## config.mk

```make
export PLATFORM = sky130hd
export DESIGN_NAME = multi_channel_input_debouncer
export DESIGN_NICKNAME = d
export VERILOG_FILES = /design/src/design/mcid_pkg.sv /design/src/design/multi_channel_input_debouncer.sv /design/src/design/mcid_channel.sv
export SDC_FILE = /design/constraint.sdc
export NUM_CORES = 1
export LEC_CHECK = 0
export ABC_AREA = 0
export BUFFER_PORTS_ARGS = -buffer_cell sky130_fd_sc_hd__buf_4
export CAP_MARGIN = 20
export CORE_MARGIN = 5
export CORE_UTILIZATION = 29
export DETAILED_ROUTE_END_ITERATION = 8
export GPL_TIMING_DRIVEN = 0
export HOLD_SLACK_MARGIN = 0.1
export SLEW_MARGIN = 10
export SYNTH_ARGS = -nofsm -noshare
export SYNTH_HDL_FRONTEND = slang
export SYNTH_SLANG_ARGS = --single-unit
```

## constraint.sdc

```tcl
create_clock -name clock -period 3.3 [get_ports clock]
set_input_delay 0.33 -clock clock [delete_from_list [all_inputs] [get_ports clock]]
set_output_delay 0.33 -clock clock [all_outputs]
set_load 0.005 [all_outputs]
```

## src/design/mcid_pkg.sv

```systemverilog
package mcid_pkg;

   // Channel count limits
   localparam int CHANNELS_MAX = 8;
   localparam int CHANNELS_DEFAULT = 8;

   // Field widths
   localparam int MASK_W = 8;
   localparam int COUNT_W = 8;
   localparam int PACKED_W = CHANNELS_MAX * COUNT_W;
   localparam int CSR_INDEX_W = 2;

   // Register indexes on the configuration port
   localparam logic [CSR_INDEX_W-1:0] CSR_CHANNEL_ENABLE = 2'd0;
   localparam logic [CSR_INDEX_W-1:0] CSR_TRUE_LEVEL = 2'd1;
   localparam logic [CSR_INDEX_W-1:0] CSR_CONFIRM_COUNTS = 2'd2;
   localparam logic [CSR_INDEX_W-1:0] CSR_SAMPLE_INTERVALS = 2'd3;

   // Debounced state of one channel
   typedef enum logic [1:0] {
      ST_FALSE = 2'd0,
      ST_TRUE = 2'd1,
      ST_UNDEF = 2'd2
   } deb_state_type;

   typedef struct packed {
      logic [MASK_W-1:0] pin_levels;
      logic [MASK_W-1:0] reinit_mask;
   } req_payload_type;

   typedef struct packed {
      logic [MASK_W-1:0] true_mask;
      logic [MASK_W-1:0] defined_mask;
   } rsp_payload_type;

   // Per-channel control from the top level
   typedef struct packed {
      logic update;
      logic enable;
      logic true_level;
      logic reinit;
      logic level;
   } ch_ctrl_type;

   // Per-channel report, taken from the state after this tick
   typedef struct packed {
      logic is_true;
      logic is_defined;
   } ch_status_type;

endpackage

```

## src/design/multi_channel_input_debouncer.sv

```systemverilog
// Debouncer for up to eight status pins. Each transfer on the req channel is one
// millisecond tick carrying the raw pin levels and a per-channel reinitialize mask;
// each tick yields exactly one rsp transfer with the debounced true and defined
// masks as they stand after that tick. One tick is taken every cycle unless req_stall
// holds it back while a held result is stalled on rsp; a tick passes through the
// input register, then all channels update side by side into the result register,
// whose content is offered on rsp. Configuration registers are written through the csr
// port, which is always ready, and should change only while no tick is in flight.
module multi_channel_input_debouncer
   import mcid_pkg::*;
#(
   parameter int CHANNELS = CHANNELS_DEFAULT
) (
   input  logic                   clock,
   input  logic                   reset,
   input  logic                   req_valid,
   output logic                   req_stall,
   input  req_payload_type        req_payload,
   output logic                   rsp_valid,
   input  logic                   rsp_stall,
   output rsp_payload_type        rsp_payload,
   input  logic                   csr_valid,
   output logic                   csr_ready,
   input  logic [CSR_INDEX_W-1:0] csr_index,
   input  logic [PACKED_W-1:0]    csr_data
);

   logic [MASK_W-1:0]   enable_ff, enable_in;
   logic [MASK_W-1:0]   true_level_ff, true_level_in;
   logic [PACKED_W-1:0] confirm_ff, confirm_in;
   logic [PACKED_W-1:0] interval_ff, interval_in;

   logic                in_valid_ff, in_valid_in;
   req_payload_type     in_data_ff, in_data_in;
   logic                out_valid_ff, out_valid_in;
   rsp_payload_type     out_data_ff, out_data_in;

   logic                advance;
   logic                req_take;
   logic [MASK_W-1:0]   true_bits;
   logic [MASK_W-1:0]   defined_bits;

   assign csr_ready = 1'b1;

   // Register writes
   always_comb begin
      enable_in = enable_ff;
      true_level_in = true_level_ff;
      confirm_in = confirm_ff;
      interval_in = interval_ff;
      if (csr_valid && csr_ready) begin
         case (csr_index)
            CSR_CHANNEL_ENABLE:   enable_in = csr_data[MASK_W-1:0];
            CSR_TRUE_LEVEL:       true_level_in = csr_data[MASK_W-1:0];
            CSR_CONFIRM_COUNTS:   confirm_in = csr_data;
            CSR_SAMPLE_INTERVALS: interval_in = csr_data;
            default: ;
         endcase
      end
   end

   // Pipeline flow: the result register frees up when empty or taken
   assign advance = !out_valid_ff || !rsp_stall;
   assign req_stall = in_valid_ff && !advance;
   assign req_take = req_valid && !req_stall;

   always_comb begin
      in_valid_in = in_valid_ff;
      in_data_in = in_data_ff;
      if (req_take) begin
         in_valid_in = 1'b1;
         in_data_in = req_payload;
      end else if (advance) begin
         in_valid_in = 1'b0;
      end
   end

   // Channels update on the cycle their tick moves to the result register
   for (genvar c = 0; c < CHANNELS_MAX; c++) begin : g_ch
      if (c < CHANNELS) begin : g_on
         ch_ctrl_type   ctrl;
         ch_status_type status;

         assign ctrl.update = in_valid_ff && advance;
         assign ctrl.enable = enable_ff[c];
         assign ctrl.true_level = true_level_ff[c];
         assign ctrl.reinit = in_data_ff.reinit_mask[c];
         assign ctrl.level = in_data_ff.pin_levels[c];

         mcid_channel u_channel (
            .clock           (clock),
            .reset           (reset),
            .ctrl            (ctrl),
            .confirm_count   (confirm_ff[c*COUNT_W +: COUNT_W]),
            .sample_interval (interval_ff[c*COUNT_W +: COUNT_W]),
            .status          (status)
         );

         assign true_bits[c] = status.is_true;
         assign defined_bits[c] = status.is_defined;
      end else begin : g_off
         assign true_bits[c] = 1'b0;
         assign defined_bits[c] = 1'b0;
      end
   end

   // Hold the result until taken
   always_comb begin
      out_valid_in = out_valid_ff;
      out_data_in = out_data_ff;
      if (advance) begin
         out_valid_in = in_valid_ff;
         if (in_valid_ff) begin
            out_data_in.true_mask = true_bits;
            out_data_in.defined_mask = defined_bits;
         end
      end
   end

   assign rsp_valid = out_valid_ff;
   assign rsp_payload = out_data_ff;

   always_ff @(posedge clock) begin
      if (reset) begin
         enable_ff <= '0;
         true_level_ff <= '0;
         confirm_ff <= '0;
         interval_ff <= '0;
         in_valid_ff <= 1'b0;
         out_valid_ff <= 1'b0;
      end else begin
         enable_ff <= enable_in;
         true_level_ff <= true_level_in;
         confirm_ff <= confirm_in;
         interval_ff <= interval_in;
         in_valid_ff <= in_valid_in;
         out_valid_ff <= out_valid_in;
      end
   end

   always_ff @(posedge clock) begin
      in_data_ff <= in_data_in;
      out_data_ff <= out_data_in;
   end

endmodule

```

## src/design/mcid_channel.sv

```systemverilog
module mcid_channel
   import mcid_pkg::*;
(
   input  logic               clock,
   input  logic               reset,
   input  ch_ctrl_type        ctrl,
   input  logic [COUNT_W-1:0] confirm_count,
   input  logic [COUNT_W-1:0] sample_interval,
   output ch_status_type      status
);

   deb_state_type      state_ff, state_in;
   logic [COUNT_W-1:0] run_ff, run_in;
   logic [COUNT_W-1:0] elapsed_ff, elapsed_in;
   logic               prev_valid_ff, prev_valid_in;
   logic               prev_level_ff, prev_level_in;

   logic [COUNT_W-1:0] elapsed_inc;
   logic [COUNT_W-1:0] run_inc;
   logic               cont;
   deb_state_type      next_state;

   // Saturating increments
   assign elapsed_inc = (elapsed_ff == '1) ? elapsed_ff : elapsed_ff + 1'b1;
   assign run_inc = (run_ff == '1) ? run_ff : run_ff + 1'b1;

   // Decide whether the sample continues the run and where it leads
   always_comb begin
      cont = 1'b0;
      next_state = ST_FALSE;
      case (state_ff)
         ST_FALSE: begin
            cont = (ctrl.level == ctrl.true_level);
            next_state = ST_TRUE;
         end
         ST_TRUE: begin
            cont = (ctrl.level != ctrl.true_level);
            next_state = ST_FALSE;
         end
         default: begin
            cont = prev_valid_ff && (prev_level_ff == ctrl.level);
            next_state = (ctrl.level == ctrl.true_level) ? ST_TRUE : ST_FALSE;
         end
      endcase
   end

   // Advance the channel on each tick
   always_comb begin
      state_in = state_ff;
      run_in = run_ff;
      elapsed_in = elapsed_ff;
      prev_valid_in = prev_valid_ff;
      prev_level_in = prev_level_ff;
      if (ctrl.update) begin
         if (ctrl.reinit) begin
            state_in = ST_UNDEF;
            run_in = '0;
            elapsed_in = '0;
            prev_valid_in = 1'b0;
            prev_level_in = 1'b0;
         end else if (ctrl.enable) begin
            if (elapsed_inc >= sample_interval) begin
               elapsed_in = '0;
               prev_valid_in = 1'b1;
               prev_level_in = ctrl.level;
               if (cont) begin
                  if (run_inc >= confirm_count) begin
                     run_in = '0;
                     state_in = next_state;
                  end else begin
                     run_in = run_inc;
                  end
               end else begin
                  run_in = '0;
               end
            end else begin
               elapsed_in = elapsed_inc;
            end
         end
      end
   end

   // Report from the updated state; a disabled channel reads settled false
   assign status.is_true = ctrl.enable && (state_in == ST_TRUE);
   assign status.is_defined = !ctrl.enable || (state_in == ST_TRUE) || (state_in == ST_FALSE);

   always_ff @(posedge clock) begin
      if (reset) begin
         state_ff <= ST_UNDEF;
         run_ff <= '0;
         elapsed_ff <= '0;
         prev_valid_ff <= 1'b0;
         prev_level_ff <= 1'b0;
      end else begin
         state_ff <= state_in;
         run_ff <= run_in;
         elapsed_ff <= elapsed_in;
         prev_valid_ff <= prev_valid_in;
         prev_level_ff <= prev_level_in;
      end
   end

endmodule

```

==> results.md <==
- The run finished with clean final reports.
- The most critical setup path has its startpoint at g_ch[7].g_on.u_channel.elapsed_ff[0].
- The x dimension of the die is ~260 um.
- The reported max-cap violation count is 0.
- The number of pins exceeding their max-slew limit in the final report was 0.
- The Yosys warning count is 0.
- After detailed routing, the number of remaining DRC violations is 0.
- The post-layout net count is about 2700.
- The cell count after synthesis is around 2200.
- The static leakage is ~9.0 nW.
- The kind of start point of the critical path is a register.
- After clock tree synthesis, the clock-pin slew on the worst setup and hold paths is 0.06 ns.
- The period utilization is 99.2%.
- The final-report hold violation count is 0.
- Dividing the detail-routed via count by the number of cells gives 4.81.
- The primary flip-flop cell chosen by synthesis mapping is dfxtp_1.
- The largest net degree at the start of global routing is 26.
- The final estimated routing congestion in global placement is approximately 0.8.
- The net count of the mapped netlist is about 2400.
- The initial antenna violation count was 0.
- The average instance area after synthesis is approximately 8.2 um2.
- Setup violations remaining at the end of the flow were counted as 0.
- The total global routing overflow is 0.
- The cell area after technology mapping is 0.0181 mm2.
- The number of enable-type register cells in the synthesized netlist is 32.
- Of the cells placed in the final design, the portion with a size suffix greater than 1 is 17.5%.
- The count of antenna-violating nets left after detailed routing is 0.
- The slack of the worst reg-to-reg path is 0.02 ns.
- The number of buffers on the longest clock path is 3.
- The initial core utilization is 29.3%.
- Along the worst path, the maximum fanout reaches 6.
- Dividing the detail-routed wire length by the instance count gives ~16 um.
- During I/O placement, the number of pins put on the boundary was 106.
- The most critical setup path has its endpoint at g_ch[7].g_on.u_channel.run_ff[0].
- In this run the vertical extent of the chip is between 200 and 300 um.
- The data arrival at the endpoint of the critical path is ~3.8 ns.
- The upper clock frequency limit is 305 MHz.
- The number of CTS-inserted buffers is 42.
- The smallest clock period supported by the final layout is computed as 3.28 ns.
- Clock skew on the completed layout was measured at 0.0319 ns.
- The first TritonRoute pass finished after 5 iterations.
- The fraction of registers with async set/reset is 0%.
- The required time reported for the critical path endpoint is 3.79 ns.
- The H-tree was split into 2 levels.
- The number of antenna cells inserted is 0.
- The number of placed instances with taps included is roughly 3200.
- The post-synthesis register bit count is 338.
- The first global-routing pass estimated 81.1 mm of wire.
- The classification of the worst setup path is register to register.
- For this design, the sink count on the clock tree is around 340.
- The endpoint type of the worst setup path is a register.
- The overall die area is 0.0676 mm2.
- The final hold slack is 0.225 ns.
- The worst register-to-register path ends at g_ch[7].g_on.u_channel.run_ff[0].
- During placement, the flow inserted port buffers numbering between 100 and 150.
- Overall power consumption after layout is estimated at 9.80 mW.
- The transition time at the pin with the least slew margin is approximately 1.1 ns.
- Detailed placement ended at an HPWL of 36.6 mm.
- The startpoint identified for the worst register-to-register timing path is g_ch[7].g_on.u_channel.elapsed_ff[0].
- The worst hold path belongs to the class input port to register.
- Relative to the synthesized area, the layout overhead comes to 30.7%.
- The worst-case vdd ir drop is 0.274 mV.
- Summed over all layers, the routed wires come to 52.4 mm.
- Measured in cells, the most critical reg-to-reg path has a length of 14.
- Setup repair after global routing could not meet its margin everywhere.
- The sequential area share after synthesis is about two fifths.
- The clock tree root driver cell is clkbuf_16.
- Leaving out fill and tap cells, the most frequent cell in the layout is nand2_1.
- In the global route stage, overall resource usage came out at 14.7%.
- The power density over the cells is 414 mW/mm2.
- The TritonCTS clock tree is done.
- In this run the standard cell core region covers 0.0618 mm2.
- The final cell count without fillers is 3361.
- After floorplanning, the core was divided into 91 placement rows.
- The clock reaches the later pin of the worst-skew pair after roughly 0.56 ns.
- The number of global-route vias before repair is 15300.
- The worst slew slack as a fraction of its limit is 27.7%.
- The via count is roughly 16000.
- Leaving out fill and tap cells, the most frequent cells in the layout are nand2_1, dfxtp_1, a21oi_1.
- In this run, distinct cell masters in the synthesized netlist total 76.
- The DRC violation total after the first TritonRoute iteration is 952.
## stage by stage
| stage | util [%] | setup slack, ns | cell area (um2) | setup TNS (ns) |
|---|---|---|---|---|
| floorplan | - | 0.0275 | 18100 | 0 |
| global placement | 32.3 | -0.576 | 19900 | -46.47 |
| detailed placement | 32.3 | -0.551 | 20000 | -43.39 |
| CTS | 36.6 | 0.00647 | 22700 | 0 |
| global route | 38.3 | -0.0840 | 23700 | -0.596 |
| finish | 38.3 | 0.0248 | 23700 | 0 |
## worst max-delay path: stages, from the launching register on
cell     delay, ns
dfxtp_4       0.37
ha_4          0.16
and3_4        0.18
and3_4        0.19
nand3_4       0.11
nand4_1       0.14
xnor2_1       0.17
ha_1          0.28
o21a_1        0.13
o21ai_1       0.06
o32a_1        0.37
or3_4         0.34
or3_4         0.42
nor3b_2       0.19
a21o_1        0.09
## logic make-up (layout without fill, tap and decap cells)
family | count (synthesis) | after routing | synth area share, %
and+or+nand+nor | 894 | 894 | 22.7
AOI/OAI and AO/OA | 491 | 491 | 17.0
DFF | 338 | 338 | 39.1
buffers and inverters | 216 | 527 | 4.57
adders and majority gates | 144 | 144 | 9.95
xor gates and xnor gates | 86 | 86 | 4.16
muxes | 43 | 43 | 2.49
other | 1 | 1 | 0.0207
## registers in the layout, indices dropped and copies added (netlist names)
signal / flops
g_ch.g_on.u_channel.elapsed_ff: 64
confirm_ff: 64
g_ch.g_on.u_channel.run_ff: 64
g_ch.g_on.ctrl: 16
rsp_valid: 1
enable_ff: 8
rsp_payload: 16
g_ch.g_on.u_channel.prev_valid_ff: 8
g_ch.g_on.u_channel.prev_level_ff: 8
in_valid_ff: 1
interval_ff: 64
g_ch.g_on.u_channel.state_ff: 16
true_level_ff: 8
## cell usage after synthesis, drive strengths merged, types with 15 or more instances
cell      n  share of area, %
nand2   389               8.1
dfxtp   306                34
a21oi   230               6.4
nor2    198               4.1
ha      144               9.9
inv     132               2.7
nand3    78               2.2
clkbuf   69               1.4
xnor2    63               3.0
o21ai    53               1.5
and3     49               1.7
o21a     40               1.7
a22o     37               1.8
a22oi    37               1.5
edfxtp   32               5.3
nand4    32               1.1
nor3     32               1.0
mux2i    26               1.4
nand2b   26              0.90
xor2     23               1.1
a31oi    20              0.69
mux2     17               1.1
or2      17              0.59
nor2b    16              0.55
a21o     15              0.62
buf      15              0.40
## per-layer routing
layer | vias to the layer above | global-route usage [%] | part of all wire, %
li1 | 8292 | - | -
met1 | 7500 | 20.0 | 47
met2 | 289 | 24.1 | 46
met3 | 97 | 2.46 | 4.1
met4 | 0 | 4.58 | 2.8
met5 | - | 0 | 0
## area by class of cell
| class | count | area (um2) |
|---|---|---|
| inverters | 132 | 498 |
| clock buffers | 62 | 1250 |
| repair buffers | 243 | 2080 |
| plain buffers | 77 | 320 |
| fillers | 6236 | 38200 |
| multi-input cells | 1659 | 11200 |
| well taps | 837 | 1050 |
| flip-flops and latches | 338 | 7150 |
| clock inverters | 13 | 121 |
## how the worst min path moves through the flow
stage	endpoint	cells after the start	from
detailed placement	g_ch[4].g_on.u_channel.prev_valid_ff	1	g_ch[4].g_on.u_channel.prev_valid_ff
finish	enable_ff[0]	4	csr_index[1]
global placement	g_ch[4].g_on.u_channel.prev_valid_ff	1	g_ch[4].g_on.u_channel.prev_valid_ff
floorplan	g_ch[4].g_on.u_channel.prev_valid_ff	1	g_ch[4].g_on.u_channel.prev_valid_ff
global route	enable_ff[0]	4	csr_index[1]
CTS	enable_ff[0]	4	csr_index[1]
## what timing repair did
| item | in CTS | in global routing |
|---|---|---|
| gates resized for setup | 78 | 167 |
| setup buffers | 17 | 39 |
| endpoints found under the hold margin | 156 | 0 |
| hold buffers | 82 | 0 |
| endpoints found under the setup margin | 161 | 158 |
| pin swaps | 20 | 55 |
## power breakdown
| group | internal, mW | total [mW] | switching [mW] | leakage (nW) |
|---|---|---|---|---|
| clock network | 2.77 | 4.60 | 1.83 | 0.682 |
| registers | 4.22 | 4.28 | 0.0616 | 2.79 |
| logic | 0.390 | 0.911 | 0.521 | 5.53 |
| total | 7.39 | 9.80 | 2.41 | 9.00 |
Note: power is estimated with default switching activity, not from simulation.
